===== config.mk =====
export PLATFORM = sky130hd
export DESIGN_NAME = dimmer_channel_frame_receiver
export DESIGN_NICKNAME = d
export VERILOG_FILES = /design/src/hw/rtl/dcfr_pkg.sv /design/src/hw/rtl/dcfr_front.sv /design/src/hw/rtl/dcfr_queue.sv /design/src/hw/rtl/dcfr_back.sv /design/src/hw/rtl/dimmer_channel_frame_receiver.sv
export SDC_FILE = /design/constraint.sdc
export NUM_CORES = 1
export LEC_CHECK = 0
export BUFFER_PORTS_ARGS = -buffer_cell sky130_fd_sc_hd__buf_2
export CORE_MARGIN = 1
export CORE_UTILIZATION = 30
export CTS_BUF_LIST = sky130_fd_sc_hd__clkbuf_16
export DETAILED_ROUTE_END_ITERATION = 10
export GPL_TIMING_DRIVEN = 0
export MAX_ROUTING_LAYER = met4
export PLACE_DENSITY = 0.44
export RECOVER_POWER = 25
export SYNTH_ARGS = -nofsm -noshare
export SYNTH_HDL_FRONTEND = slang
export SYNTH_SLANG_ARGS = --single-unit
export TNS_END_PERCENT = 100

===== constraint.sdc =====
create_clock -name i_clk -period 11 [get_ports i_clk]
set_clock_uncertainty 0.15 [all_clocks]
set_input_delay 2.2 -clock i_clk [delete_from_list [all_inputs] [get_ports i_clk]]
set_output_delay 2.2 -clock i_clk [all_outputs]
set_load 0.005 [all_outputs]

===== src/hw/rtl/dcfr_pkg.sv =====
// Shared types and constants for the dimmer channel frame receiver.
`timescale 1ns / 1ps

package dcfr_pkg;

    localparam int NUM_CHANNELS = 8;      // default channel count
    localparam int MAX_OUT      = 8;      // channel writes per received byte, at most
    localparam int SLOT_W       = 10;
    localparam int CAP_W        = 4;

    localparam logic [7:0]        CHECK_SEED       = 8'h16;
    localparam logic [7:0]        LIGHT_START_CODE = 8'h00;
    localparam logic [SLOT_W-1:0] MAX_SLOT         = 10'd512;

    // configuration register indexes
    localparam logic CFG_OP_MODE       = 1'b0;
    localparam logic CFG_START_ADDRESS = 1'b1;

    // operating modes
    localparam logic MODE_COMMAND = 1'b0;
    localparam logic MODE_DMX     = 1'b1;

    // one unit of output work: count writes to channels base, base+1, ...
    typedef struct packed {
        logic [2:0]                base;
        logic [3:0]                count;
        logic [MAX_OUT-1:0][7:0]   levels;
    } t_job;

endpackage


===== src/hw/rtl/dcfr_front.sv =====
// Front end: byte classification, frame window, checksum and DMX slot tracking.
`timescale 1ns / 1ps

module dcfr_front #(
    parameter int NUM_CHANNELS = dcfr_pkg::NUM_CHANNELS
) (
    input  logic                     i_clk,
    input  logic                     i_rst_n,
    input  logic                     i_accept,
    input  logic [7:0]               i_rx_byte,
    input  logic                     i_framing_error,
    input  logic                     i_parity_error,
    input  logic                     i_overrun_error,
    input  logic                     i_op_mode,
    input  logic [9:0]               i_start_address,
    output logic                     o_push,
    output dcfr_pkg::t_job           o_job
);

    localparam int FL     = NUM_CHANNELS + 2;
    localparam int N_EMIT = (NUM_CHANNELS < dcfr_pkg::MAX_OUT) ? NUM_CHANNELS
                                                               : dcfr_pkg::MAX_OUT;
    localparam int IDX_W  = $clog2(FL);
    localparam int FILL_W = $clog2(FL + 1);

    logic [7:0]                      r_win [FL];
    logic [FILL_W-1:0]               r_fill, n_fill;
    logic [7:0]                      r_acc, n_acc;     // seed + sum of window[0..FL-2]
    logic                            r_resync, n_resync;
    logic                            r_brk, n_brk;
    logic                            r_scok, n_scok;
    logic [dcfr_pkg::SLOT_W-1:0]     r_slot, n_slot;
    logic [dcfr_pkg::CAP_W-1:0]      r_cap, n_cap;

    logic                            win_wr;
    logic                            win_shift;
    logic [IDX_W-1:0]                win_idx;

    always_comb begin
        logic [FILL_W-1:0] fill_eff;
        logic [7:0]        acc_eff;
        logic [7:0]        acc_slide;
        logic [7:0]        addr;
        logic              good;
        logic [10:0]       want_slot;

        n_fill    = r_fill;
        n_acc     = r_acc;
        n_resync  = r_resync;
        n_brk     = r_brk;
        n_scok    = r_scok;
        n_slot    = r_slot;
        n_cap     = r_cap;
        win_wr    = 1'b0;
        win_shift = 1'b0;
        o_push    = 1'b0;
        o_job     = '0;
        good      = 1'b0;

        fill_eff  = (r_fill >= FILL_W'(FL)) ? '0 : r_fill;
        acc_eff   = (r_fill >= FILL_W'(FL)) ? dcfr_pkg::CHECK_SEED : r_acc;
        win_idx   = fill_eff[IDX_W-1:0];
        acc_slide = r_acc - r_win[0] + r_win[FL-1];
        want_slot = {1'b0, i_start_address} + 11'(r_cap);
        addr      = r_resync ? r_win[1] : r_win[0];

        for (int i = 0; i < N_EMIT; i++) begin
            o_job.levels[i] = r_resync ? r_win[2 + i] : r_win[1 + i];
        end

        if (i_accept) begin
            if (i_op_mode == dcfr_pkg::MODE_COMMAND) begin
                if (!(i_framing_error || i_parity_error || i_overrun_error)) begin
                    if (!r_resync) begin
                        win_wr = 1'b1;
                        if (win_idx != IDX_W'(FL - 1)) begin
                            n_acc  = acc_eff + i_rx_byte;
                            n_fill = fill_eff + 1'b1;
                        end else if (acc_eff == i_rx_byte) begin
                            good   = 1'b1;
                            n_fill = '0;
                            n_acc  = dcfr_pkg::CHECK_SEED;
                        end else begin
                            // bad checksum: window stays full, go sliding
                            n_resync = 1'b1;
                            n_fill   = FILL_W'(FL);
                            n_acc    = acc_eff;
                        end
                    end else begin
                        win_shift = 1'b1;
                        if (acc_slide == i_rx_byte) begin
                            good     = 1'b1;
                            n_resync = 1'b0;
                            n_fill   = '0;
                            n_acc    = dcfr_pkg::CHECK_SEED;
                        end else begin
                            n_fill = FILL_W'(FL);
                            n_acc  = acc_slide;
                        end
                    end
                    if (good && i_start_address == {2'b00, addr}) begin
                        o_push      = 1'b1;
                        o_job.base  = 3'd0;
                        o_job.count = 4'(N_EMIT);
                    end
                end
            end else begin
                if (i_framing_error) begin
                    n_brk  = 1'b1;
                    n_scok = 1'b0;
                    n_slot = '0;
                    n_cap  = '0;
                end else if (r_brk) begin
                    if (r_slot == '0) begin
                        n_scok = (i_rx_byte == dcfr_pkg::LIGHT_START_CODE);
                    end else if (r_scok && r_cap < dcfr_pkg::CAP_W'(N_EMIT) &&
                                 {1'b0, r_slot} == want_slot) begin
                        o_push          = 1'b1;
                        o_job.base      = 3'(r_cap);
                        o_job.count     = 4'd1;
                        o_job.levels    = '0;
                        o_job.levels[0] = i_rx_byte;
                        n_cap           = r_cap + 1'b1;
                    end
                    if (r_slot < dcfr_pkg::MAX_SLOT) begin
                        n_slot = r_slot + 1'b1;
                    end
                end
            end
        end
    end

    always_ff @(posedge i_clk) begin
        if (!i_rst_n) begin
            r_fill   <= '0;
            r_acc    <= dcfr_pkg::CHECK_SEED;
            r_resync <= 1'b0;
            r_brk    <= 1'b0;
            r_scok   <= 1'b0;
            r_slot   <= '0;
            r_cap    <= '0;
        end else begin
            r_fill   <= n_fill;
            r_acc    <= n_acc;
            r_resync <= n_resync;
            r_brk    <= n_brk;
            r_scok   <= n_scok;
            r_slot   <= n_slot;
            r_cap    <= n_cap;
        end
    end

    // window bytes: indexed fill while aligned, shift line while sliding
    always_ff @(posedge i_clk) begin
        for (int i = 0; i < FL; i++) begin
            if (win_shift) begin
                r_win[i] <= (i == FL - 1) ? i_rx_byte : r_win[(i + 1) % FL];
            end else if (win_wr && win_idx == IDX_W'(i)) begin
                r_win[i] <= i_rx_byte;
            end
        end
    end

endmodule


===== src/hw/rtl/dcfr_queue.sv =====
// Two-entry job queue between front and back.
`timescale 1ns / 1ps

module dcfr_queue (
    input  logic            i_clk,
    input  logic            i_rst_n,
    input  logic            i_push,
    input  dcfr_pkg::t_job  i_job,
    input  logic            i_pop,
    output logic            o_valid,
    output logic            o_full,
    output dcfr_pkg::t_job  o_job
);

    dcfr_pkg::t_job r_mem [2];
    logic           r_wptr, r_rptr;
    logic [1:0]     r_cnt;

    assign o_valid = (r_cnt != 2'd0);
    assign o_full  = (r_cnt == 2'd2);
    assign o_job   = r_mem[r_rptr];

    always_ff @(posedge i_clk) begin
        if (!i_rst_n) begin
            r_wptr <= 1'b0;
            r_rptr <= 1'b0;
            r_cnt  <= 2'd0;
        end else begin
            if (i_push) begin
                r_wptr <= ~r_wptr;
            end
            if (i_pop) begin
                r_rptr <= ~r_rptr;
            end
            r_cnt <= r_cnt + {1'b0, i_push} - {1'b0, i_pop};
        end
    end

    always_ff @(posedge i_clk) begin
        if (i_push) begin
            r_mem[r_wptr] <= i_job;
        end
    end

endmodule


===== src/hw/rtl/dcfr_back.sv =====
// Back end: expands queued jobs into single channel writes.
`timescale 1ns / 1ps

module dcfr_back (
    input  logic            i_clk,
    input  logic            i_rst_n,
    input  logic            i_q_valid,
    input  dcfr_pkg::t_job  i_q_job,
    output logic            o_pop,
    input  logic            i_out_stall,
    output logic            o_out_valid,
    output logic [2:0]      o_channel,
    output logic [7:0]      o_level,
    output logic            o_last
);

    dcfr_pkg::t_job r_job;
    logic [2:0]     r_idx;
    logic           r_busy;
    logic           done;

    assign o_out_valid = r_busy;
    assign o_channel   = r_job.base + r_idx;
    assign o_level     = r_job.levels[r_idx];
    assign o_last      = ({1'b0, r_idx} == r_job.count - 4'd1);
    assign done        = r_busy && !i_out_stall && o_last;
    assign o_pop       = i_q_valid && (!r_busy || done);

    always_ff @(posedge i_clk) begin
        if (!i_rst_n) begin
            r_busy <= 1'b0;
            r_idx  <= '0;
        end else if (o_pop) begin
            r_busy <= 1'b1;
            r_idx  <= '0;
        end else if (r_busy && !i_out_stall) begin
            if (o_last) begin
                r_busy <= 1'b0;
            end else begin
                r_idx <= r_idx + 3'd1;
            end
        end
    end

    always_ff @(posedge i_clk) begin
        if (o_pop) begin
            r_job <= i_q_job;
        end
    end

endmodule


===== src/hw/rtl/dimmer_channel_frame_receiver.sv =====
// Top level of the dimmer channel frame receiver: config registers, front, queue, back.
`timescale 1ns / 1ps

// Channel   Handshake                     Payload
// --------  ----------------------------  -------------------------------------------
// in        i_in_valid / o_in_stall       i_rx_byte, i_framing_error, i_parity_error,
//                                         i_overrun_error
// out       o_out_valid / i_out_stall     o_channel, o_level, o_last
// cfg       i_cfg_we (no handshake back)  i_cfg_index, i_cfg_wdata
//
// The front end takes one byte per cycle while the queue is not full and settles it
// in that cycle; a transaction that causes channel writes leaves a job in a
// two-entry queue. The back end drives one channel write per cycle unless the output
// stalls; a matched command frame gives at most eight writes. Other bytes
// cause at most one write, and input runs at one byte per cycle until the queue fills.
// o_in_stall is high only while the queue is full. An output stall holds the
// current write and fills the queue; the front keeps accepting until then.
// Reset (synchronous, active low) clears all control state.

module dimmer_channel_frame_receiver #(
    parameter int NUM_CHANNELS = dcfr_pkg::NUM_CHANNELS
) (
    input  logic        i_clk,
    input  logic        i_rst_n,
    // input byte channel
    input  logic        i_in_valid,
    output logic        o_in_stall,
    input  logic [7:0]  i_rx_byte,
    input  logic        i_framing_error,
    input  logic        i_parity_error,
    input  logic        i_overrun_error,
    // channel write channel
    output logic        o_out_valid,
    input  logic        i_out_stall,
    output logic [2:0]  o_channel,
    output logic [7:0]  o_level,
    output logic        o_last,
    // configuration writes
    input  logic        i_cfg_we,
    input  logic        i_cfg_index,
    input  logic [9:0]  i_cfg_wdata
);

    logic           r_op_mode;
    logic [9:0]     r_start_address;

    logic           in_accept;
    logic           push;
    logic           pop;
    logic           q_valid;
    logic           q_full;
    dcfr_pkg::t_job push_job;
    dcfr_pkg::t_job head_job;

    // config is only to be written while idle (the block does not enforce it), so the front reads it directly
    always_ff @(posedge i_clk) begin
        if (!i_rst_n) begin
            r_op_mode       <= dcfr_pkg::MODE_COMMAND;
            r_start_address <= 10'd1;
        end else if (i_cfg_we) begin
            unique case (i_cfg_index)
                dcfr_pkg::CFG_OP_MODE:       r_op_mode       <= i_cfg_wdata[0];
                dcfr_pkg::CFG_START_ADDRESS: r_start_address <= i_cfg_wdata;
            endcase
        end
    end

    assign o_in_stall = q_full;
    assign in_accept  = i_in_valid && !q_full;

    dcfr_front #(
        .NUM_CHANNELS (NUM_CHANNELS)
    ) u_front (
        .i_clk           (i_clk),
        .i_rst_n         (i_rst_n),
        .i_accept        (in_accept),
        .i_rx_byte       (i_rx_byte),
        .i_framing_error (i_framing_error),
        .i_parity_error  (i_parity_error),
        .i_overrun_error (i_overrun_error),
        .i_op_mode       (r_op_mode),
        .i_start_address (r_start_address),
        .o_push          (push),
        .o_job           (push_job)
    );

    dcfr_queue u_queue (
        .i_clk   (i_clk),
        .i_rst_n (i_rst_n),
        .i_push  (push),
        .i_job   (push_job),
        .i_pop   (pop),
        .o_valid (q_valid),
        .o_full  (q_full),
        .o_job   (head_job)
    );

    dcfr_back u_back (
        .i_clk       (i_clk),
        .i_rst_n     (i_rst_n),
        .i_q_valid   (q_valid),
        .i_q_job     (head_job),
        .o_pop       (pop),
        .i_out_stall (i_out_stall),
        .o_out_valid (o_out_valid),
        .o_channel   (o_channel),
        .o_level     (o_level),
        .o_last      (o_last)
    );

endmodule


# ---- Yosys cells after proc, flatten, opt, wreduce, memory -nomap -nowiden
# Memories as Yosys holds them, arrays and structs flattened. A register that Yosys moved wholly into a read port is not among the register bits.
# Index checks and enable logic that the tools add are counted.
dict set report totals {
  output_inout_bits 14
  elab_cells 223
  latchBits 0
  regBits 48
  ram_bits 222
  input_bits 27
  romBits 0
  n_memories 2
}
# name depth width read_ports rd_clocked_by_memory_dff wr line
set memory_table {}
lappend memory_table {u_queue.r_mem 2 71 1 1 1 dcfr_queue.sv:15} ;# dcfr_pkg::t_job r_mem [2];
lappend memory_table {u_front.r_win 10 8 10 0 10 dcfr_front.sv:26} ;# logic [7:0] r_win [FL];
dict set report classes {
  magnitude_cmp 4
  multipliers 0
  n_shift 0
  add_sub_neg 12
  eq_ne 17
  div 0
  n_bitwise 17
  reduce_logical 43
  muxes 114
}
# operator n
set op_table {}
lappend op_table {{$mux W71} 5}
lappend op_table {{$mux W8} 25}
lappend op_table {{$mux W1} 67}
lappend op_table {{$mux W64} 1}
lappend op_table {{$mux W4} 10}
lappend op_table {{$mux W10} 3}
lappend op_table {{$bmux W8 S3} 1}
lappend op_table {{$logic_and A1 B1 Y1} 17}
lappend op_table {{$add A8 B8 Y8} 2}
lappend op_table {{$eq A4 B3 Y1 const B} 4}
lappend op_table {{$eq A8 B8 Y1} 2}
lappend op_table {{$mux W7} 2}
lappend op_table {{$reduce_bool A2 Y1} 7}
lappend op_table {{$add A10 B4 Y11} 1}
lappend op_table {{$eq A10 B11 Y1} 1}
lappend op_table {{$add A10 B1 Y10 const B} 1}
lappend op_table {{$eq A10 B8 Y1} 1}
lappend op_table {{$logic_not A10 Y1} 1}
lappend op_table {{$lt A10 B10 Y1 const B} 1}
lappend op_table {{$or A1 B1 Y1} 10}
lappend op_table {{$add A4 B1 Y4 const B} 2}
lappend op_table {{$eq A4 B2 Y1 const B} 2}
lappend op_table {{$eq A4 B4 Y1 const B} 2}
lappend op_table {{$logic_not A8 Y1} 1}
lappend op_table {{23 further kinds} 38}

# ---- Longest topological paths before layout
# Gate-level depths: netlist of run 1.
dict set report depth {
  word_depth 16
  ltp_mapped 15
  ltp_nobuf 15
}

# ---- Cells and area by module
# From an unflattened synthesis of run 1, not the netlist that was laid out.
dict set report hier_totals {
  cells_unflattened 1205
  hier_area_um2 16931.2
}
# module n_inst cells_each area_each_um2 seq_area_each_um2
set modules_own_cells {}
lappend modules_own_cells {dcfr_front 1 759 7668.6 2982.9}
lappend modules_own_cells {dcfr_queue 1 242 5705.5 4364.2}
lappend modules_own_cells {dcfr_back 1 152 3074.2 2212.1}
lappend modules_own_cells {dimmer_channel_frame_receiver 1 52 483.0 220.2}

# ---- Worst setup path before layout of run 1
# No wires, ideal clock.
dict set report synth_path {
  path_type {in2reg}
  from {input i_rx_byte[4]}
  to {memory u_queue.r_mem[0][0] in the netlist's numbering, enable pin}
  arrival_ns 6.579
  setup_slack_ns 3.767
  setup_ns 0.505
  required_ns 10.345
  n_path_buf 0
  path_stages 7
  path_cell_list {ha_1 -> nor4_1 -> nand2_1 -> nor3_1 -> o2111ai_1 -> o21bai_2 -> nor2b_1}
}
dict set report synth_via {
  elab_chain_len 14
  word_cells_on_any_way 16
  cone_classes {2 x eq/ne; 13 x mux; 1 x reduce/logical}
}
# item line
set synth_rtl {}
lappend synth_rtl {{start, declared} dimmer_channel_frame_receiver.sv:28} ;# input logic [7:0] i_rx_byte,
lappend synth_rtl {{$eq A8 B8 Y1} dcfr_front.sv:79} ;# end else if (acc_eff == i_rx_byte) begin
lappend synth_rtl {{$mux W1} dcfr_front.sv:79}
lappend synth_rtl {{$mux W1} dcfr_front.sv:76} ;# if (win_idx != IDX_W'(FL - 1)) begin
lappend synth_rtl {{$mux W1 *} dcfr_front.sv:74} ;# if (!r_resync) begin
lappend synth_rtl {{$mux W1 *} dcfr_front.sv:73} ;# if (!(i_framing_error || i_parity_error || i_overrun_error)) begin
lappend synth_rtl {{$mux W1 *} dcfr_front.sv:72} ;# if (i_op_mode == dcfr_pkg::MODE_COMMAND) begin
lappend synth_rtl {{$mux W1 *} dcfr_front.sv:71} ;# if (i_accept) begin
lappend synth_rtl {{$logic_and A1 B1 Y1 *} dcfr_front.sv:101} ;# if (good && i_start_address == {2'b00, addr}) begin
lappend synth_rtl {{$mux W1 *} dcfr_front.sv:101}
lappend synth_rtl {{$mux W1 *} dcfr_front.sv:73}
lappend synth_rtl {{$mux W1 *} dcfr_front.sv:72}
lappend synth_rtl {{$mux W1 *} dcfr_front.sv:71}
lappend synth_rtl {{$mux W1 *} dcfr_queue.sv:40} ;# if (i_push) begin
lappend synth_rtl {{$mux W1 (implied by the code) *} dcfr_queue.sv:41} ;# r_mem[r_wptr] <= i_job;
lappend synth_rtl {{end, declared} dcfr_queue.sv:15}
# Every way passes the cells marked *; elsewhere a longest branch is shown, timed or not. The select of a mux whose other input is x is not followed.

# ---- Final worst setup path of run 1
dict set report layout_path {
  from {input i_out_stall}
  to {register, netlist name u_back.r_job[62]}
}
dict set report layout_via {
  elab_chain_len 5
}
# item line
set layout_rtl {}
lappend layout_rtl {{start, declared} dimmer_channel_frame_receiver.sv:34} ;# input logic i_out_stall,
lappend layout_rtl {{$logic_not A1 Y1} dcfr_back.sv:26} ;# assign done = r_busy && !i_out_stall && o_last;
lappend layout_rtl {{$logic_and A1 B1 Y1 (2 in a row)} dcfr_back.sv:26}
lappend layout_rtl {{$logic_or A1 B1 Y1} dcfr_back.sv:27} ;# assign o_pop = i_q_valid && (!r_busy || done);
lappend layout_rtl {{$logic_and A1 B1 Y1} dcfr_back.sv:27}
lappend layout_rtl {{via pop} dimmer_channel_frame_receiver.sv:49} ;# logic pop;
# The timed path passes the listed nets, and every way through them passes these cells.
# A chain may end at the register's enable or synchronous reset.

==> flow_summary.json, run 1 <==
{
  "cts_made_buffers": 40,
  "routed_wl_um": 42000,
  "hpwl_um": 29900,
  "io_buffers": 40,
  "ctsHoldBuffers": 0,
  "drc": 4,
  "initial_utilization_pct": 30.6,
  "dr_wl_met3_um": 1620,
  "regToRegStartpoint": "u_back.r_idx[0]$_SDFFE_PP0P_",
  "p_leak_nw": 6.23,
  "ys.flop_type": "edfxtp_1",
  "syn_avg_cell_area_um2": 13.6,
  "finalSetupViolCount": 0,
  "final_layout_size_suffix_gt1_share_pct": 19.9,
  "status": "finished, violations left",
  "die_width_um": 234,
  "clkTransAtPathRegs_ns": 0.05,
  "grt_pass1_wl_um": 63300,
  "wl_per_cell_um": 21.0,
  "dr_wl_met2_um": 19200,
  "rsz0062_at_grt": "false",
  "final_core_util_pct": 35.1,
  "reg2reg_setup_slack_ns": 5.38,
  "min-delay-path-class": "register to register",
  "antenna_found_initial": 1,
  "area_growth_pct": 14.6,
  "min_to": "u_front.r_brk$_SDFFE_PN0P_",
  "cap_violations": 1,
  "htree_num_levels": 2,
  "multi_input_area_um2": 6160,
  "cts_setup_buffers": 0,
  "finalHoldViolCount": 0,
  "critPathCaptureType": "register",
  "dp_cells": 1924,
  "r2r_end": "u_back.r_job[62]$_DFFE_PP_",
  "syn_area_um2": 16200,
  "violations": "DRC, capacitance limit, slew limit",
  "gp_congestion": 0.839,
  "tritoncts": "done",
  "relSlewSlack_pct": -162,
  "synth_nets": 1255,
  "vias_per_cell": 4.82,
  "clk_latency_ns": 0.56,
  "seq_area_um2": 9580,
  "max_freq_ghz": 0.170,
  "ys_seq_elements": 335,
  "slew_viol_final": 65,
  "worst_slack_ns": 5.13,
  "grt_start_max_net_pins": 65,
  "setup_tns_ns": 0,
  "drtAntennaViolNets": 0,
  "yosysSeqAreaShare_pct": 59.2,
  "place_ws_ns": 4.98,
  "final_cells": 1998,
  "clockBufferDepth": 3,
  "worstPathMaxFanout": 64,
  "ff2ff_path_depth": 7,
  "cp.required_ns": 10.92,
  "hp-start": "u_front.r_brk$_SDFFE_PN0P_",
  "cts.sinks": 335,
  "place_area_um2": 17300,
  "antenna_cells": 0,
  "fillerInstances": 5128,
  "core-area_um2": 52900,
  "nets": 1341,
  "track_usage_pct": 16.3,
  "synth_edf_count": 287,
  "postSynth.asyncResetShare_pct": 0,
  "cts_root_buffer": "clkbuf_16",
  "gr-total-overflow": 0,
  "routed.top_layer": "met4",
  "dr.pass1.iters": 8,
  "synth_cells": 1192,
  "min_path_cells": 2,
  "drt_iter0_drc": 521,
  "ys_types": 75,
  "final_area_um2": 18500,
  "worst_pin_slew_ns": 3.93,
  "setup.worst_path.start_class": "input port",
  "max-vdd-ir-drop_mv": 0.0921,
  "fin_crit_sh_pct": 53.3,
  "vias": 9622,
  "ys_warn_count": 0,
  "die_y_um": 234,
  "power-per-cell-area_nw_per_um2": 179,
  "m1WireLength_um": 20500,
  "path_class": "input port to register",
  "period_needed_ns": 5.87,
  "dieArea_um2": 54800,
  "grt_pass1_vias": 9705,
  "cts_resized": 0,
  "rows": 84,
  "design.portCount": 41,
  "arrival_ns": 5.79
}
## Yosys cell counts (5+ instances only)
| cell type | instances | area (um2) |
|---|---|---|
| edfxtp_1 | 287 | 8620 |
| mux2_2 | 125 | 1410 |
| nor2_1 | 112 | 420 |
| mux2i_1 | 77 | 771 |
| nand2_1 | 57 | 214 |
| dfxtp_1 | 48 | 961 |
| inv_1 | 43 | 161 |
| xnor2_1 | 37 | 324 |
| clkbuf_1 | 36 | 135 |
| a21oi_1 | 32 | 160 |
| ha_1 | 26 | 325 |
| mux2_1 | 24 | 270 |
| xor2_1 | 19 | 166 |
| buf_2 | 17 | 85.1 |
| mux4_2 | 16 | 360 |
| nand3_1 | 16 | 80.1 |
| o21ai_1 | 15 | 75.1 |
| nor3_1 | 14 | 70.1 |
| o21ai_0 | 13 | 65.1 |
| nor4_1 | 11 | 68.8 |
| fa_1 | 10 | 200 |
| nor2b_1 | 10 | 62.6 |
| o21a_1 | 10 | 75.1 |
| and3_1 | 9 | 56.3 |
| nand2b_1 | 9 | 56.3 |
| and2_1 | 8 | 50.1 |
| a22oi_1 | 7 | 52.6 |
| nand4_1 | 7 | 43.8 |
| buf_4 | 6 | 45.0 |
| o22ai_1 | 6 | 37.5 |
| buf_1 | 5 | 18.8 |
| o2111ai_1 | 5 | 43.8 |
## cells by family after synthesis
group / share of synthesized area, %
compound gates: 5.66
fa+ha+maj: 3.25
simple gates: 8.70
xor+xnor: 3.03
buf+inv: 2.75
flops: 59.2
mux: 17.4
## area by class of cell
cell class	instances	area share, %
clock buffer	40	5.40
multi-input combinational	750	33.2
clock inverter	34	1.22
buffer	64	1.53
sequential	335	51.7
inverter	43	0.878
tap	688	4.65
timing repair buffer	44	1.39
## metal layers
metal,up-vias,track usage [%]
li1,4626,-
met1,4780,22.4
met2,164,24.8
met3,52,2.86
met4,0,3.92
met5,-,-
## report_power, final
group / total [mW] / switching [mW] / internal, mW
Sequential: 1.57 / 0.0348 / 1.53
Combinational: 0.492 / 0.290 / 0.202
Clock: 1.25 / 0.535 / 0.712
## how the worst max path moves through the flow
stage / from / endpoint / slack [ns] / cells past startpoint
floorplan: i_rx_byte[4] / u_queue.r_mem[0][0]$_DFFE_PP_ / 3.77 / 7
global placement: i_rx_byte[6] / u_queue.r_mem[0][36]$_DFFE_PP_ / 0.41 / 8
detailed placement: i_rx_byte[6] / u_queue.r_mem[0][35]$_DFFE_PP_ / 4.98 / 10
CTS: u_back.r_idx[0]$_SDFFE_PP0P_ / o_level[7] / 5.13 / 5
global route: i_out_stall / u_back.r_job[62]$_DFFE_PP_ / 4.72 / 6
finish: i_out_stall / u_back.r_job[62]$_DFFE_PP_ / 5.13 / 6
## per-stage QoR
step           hold slack, ns  power (mW)
2_1_floorplan           0.276        1.91
3_3_place_gp            0.285        2.10
3_5_place_dp            0.289        2.11
4_1_cts                 0.298        3.38
5_1_grt                 0.315        3.46
6_report                0.297        3.31
## registers in the layout, indices dropped and copies added (netlist names)
| name | count |
|---|---|
| u_front.r_fill | 4 |
| u_front.r_scok | 1 |
| u_front.r_cap | 4 |
| u_front.r_slot | 10 |
| u_back.r_job | 69 |
| u_queue.r_mem | 138 |
| u_queue.r_wptr | 1 |
| u_queue.r_rptr | 1 |
| u_front.r_brk | 1 |
| u_front.r_acc | 8 |
| u_back.r_idx | 3 |
| r_op_mode | 1 |
| r_start_address | 10 |
| u_front.r_win | 80 |
| u_front.r_resync | 1 |
| u_back.o_out_valid | 1 |
| u_queue.r_cnt | 2 |
## critical path, cell delays in order
cell and delay (ns):
clkbuf_1 0.09, inv_1 0.05, a21bo_2 0.12, o21ai_0 0.17, clkinvlp_2 0.29, clkbuf_1 2.76
## placed cells by master, fill, tap and decap left out, types with 16 or more instances in the layout
cell | synthesis | routed
clkbuf_1 | 36 | 48
buf_2 | 17 | 46
ha_1 | 26 | 26
nand3_1 | 16 | 16
xor2_1 | 19 | 19
a21oi_1 | 32 | 32
clkbuf_16 | 0 | 40
mux4_2 | 16 | 16
inv_1 | 43 | 59
edfxtp_1 | 287 | 287
nor2_1 | 112 | 112
mux2_1 | 24 | 35
dfxtp_1 | 48 | 48
nand2_1 | 57 | 57
mux2_2 | 125 | 114
mux2i_1 | 77 | 77
xnor2_1 | 37 | 37
No activity file was read; power rests on OpenSTA's default activity.
==> run 2, diff against run 1 <==
Clock period 11 ns to 5.8 ns, I/O delays scaled along.
==> flow_summary.json, run 2 (synthesis gave the netlist of run 1 again) <==
{
  "drc": 3,
  "violations": "DRC, capacitance limit, slew limit",
  "status": "finished, violations left",
  "vias": 9615,
  "place_ws_ns": 0.878,
  "max-vdd-ir-drop_mv": 0.208,
  "fillerInstances": 5193,
  "grt_pass1_wl_um": 63100,
  "relSlewSlack_pct": -21.9,
  "tritoncts": "done",
  "critPathLaunch": "u_front.r_win[0][0]$_DFFE_PP_",
  "initial_utilization_pct": 30.6,
  "hp-start": "u_front.r_brk$_SDFFE_PN0P_",
  "clkTransAtPathRegs_ns": 0.06,
  "period_needed_ns": 4.81,
  "clk_latency_ns": 0.56,
  "cts.sinks": 335,
  "cts_root_buffer": "clkbuf_16",
  "rsz0062_at_grt": "false",
  "area_growth_pct": 14.7,
  "ctsHoldBuffers": 0,
  "power-per-cell-area_nw_per_um2": 341,
  "final_common_cell": "edfxtp_1",
  "design.portCount": 41,
  "power.total_mw": 6.33,
  "regToRegStartpoint": "u_front.r_win[0][0]$_DFFE_PP_",
  "regMostFlops": "u_queue.r_mem",
  "antenna_found_initial": 0,
  "worstPathMaxFanout": 24,
  "hpwl_um": 30000,
  "antenna_cells": 0,
  "cts_made_buffers": 40,
  "die_y_um": 234,
  "cts_resized": 0,
  "drtAntennaViolNets": 0,
  "gp_congestion": 0.842,
  "grt_start_max_net_pins": 66,
  "critPathCaptureType": "register",
  "cp.required_ns": 5.91,
  "cts_setup_buffers": 0,
  "slew_viol_final": 66,
  "dr.pass1.iters": 8,
  "track_usage_pct": 16.2,
  "cap_violations": 1,
  "gr-total-overflow": 0,
  "seq_area_um2": 9580,
  "fin_crit_sh_pct": 83.0,
  "rows": 84,
  "min-delay-path-class": "register to register",
  "finalSetupViolCount": 0,
  "setup.worst_path.start_class": "register",
  "multi_input_area_um2": 6120,
  "top_regs": "u_queue.r_mem (138), u_front.r_win (80), u_back.r_job (69)",
  "htree_num_levels": 2,
  "finalHoldViolCount": 0,
  "core-area_um2": 52900,
  "final_cell_mix": "edfxtp_1 (287), mux2_2 (113), nor2_1 (112)",
  "die_width_um": 234,
  "worst_pin_slew_ns": 1.83,
  "wl_per_cell_um": 21.1,
  "nets": 1342,
  "drt_iter0_drc": 624,
  "final_core_util_pct": 35.1,
  "grt_pass1_vias": 9731,
  "io_buffers": 40,
  "final_layout_size_suffix_gt1_share_pct": 19.8,
  "max_freq_ghz": 0.208,
  "dieArea_um2": 54800,
  "p_leak_nw": 6.20,
  "clockBufferDepth": 3,
  "worst_slack_ns": 0.989,
  "largest_reg_flops": 138,
  "path_class": "register to register",
  "arrival_ns": 4.92,
  "vias_per_cell": 4.81,
  "routed_wl_um": 42100
}
## run 2: power breakdown
group,total [mW],internal (mW),switching [mW],leakage (nW)
Clock,2.43,1.42,1.01,0.644
Sequential,2.96,2.90,0.0656,3.00
Combinational,0.935,0.382,0.552,2.56
## run 2: routing by layer
layer | part of all wire [%] | global-route usage, % | vias to the layer above | wire, um
met2 | 45 | 24.6 | 167 | 18900
met1 | 50 | 22.5 | 4740 | 20900
met3 | 3.2 | 2.12 | 65 | 1360
li1 | - | - | 4643 | -
met5 | 0 | - | - | 0
met4 | 2.1 | 4.53 | 0 | 887
## run 2: path summary, 6_finish.rpt
| path | end | slack (ns) | cells past startpoint |
|---|---|---|---|
| worst max-delay path | u_queue.r_mem[0][37]$_DFFE_PP_ | 0.99 | 13 |
| worst min-delay path | u_front.r_brk$_SDFFE_PN0P_ | 0.30 | 2 |
| worst max register to register | u_queue.r_mem[0][37]$_DFFE_PP_ | 0.99 | 13 |
| worst min register to register | u_front.r_brk$_SDFFE_PN0P_ | 0.30 | 2 |
## run 2: layout make-up
class                   instances  share of cell area (%)
repair buffers                 45                    1.53
flip-flops and latches        335                    51.6
clock buffers                  41                    5.53
clock inverters                31                    1.25
inverters                      43                   0.877
plain buffers                  64                    1.52
multi-input cells             750                    33.0
well taps                     688                    4.64
## run 2: per-stage QoR
step | instances | setup TNS, ns | hold slack, ns | area [um2]
2_1_floorplan | 1192 | 0 | 0.276 | 16200
3_3_place_gp | 1920 | -194.57 | 0.285 | 17200
3_5_place_dp | 1925 | 0 | 0.292 | 17400
4_1_cts | 1997 | 0 | 0.301 | 18600
6_report | 1997 | 0 | 0.299 | 18600
5_1_grt | 1997 | 0 | 0.322 | 18600
## run 2: critical path, cell delays in order, from the launching register on
cell       delay (ns)
edfxtp_1         0.46
ha_1             0.31
inv_1            0.05
ha_1             0.22
fa_1             0.57
xor2_1           0.19
a2111oi_2        0.31
o211ai_1         0.17
nor4_2           0.48
a31oi_2          0.34
o21bai_2         0.27
nor2b_4          0.51
buf_12           0.26
buf_16           0.18
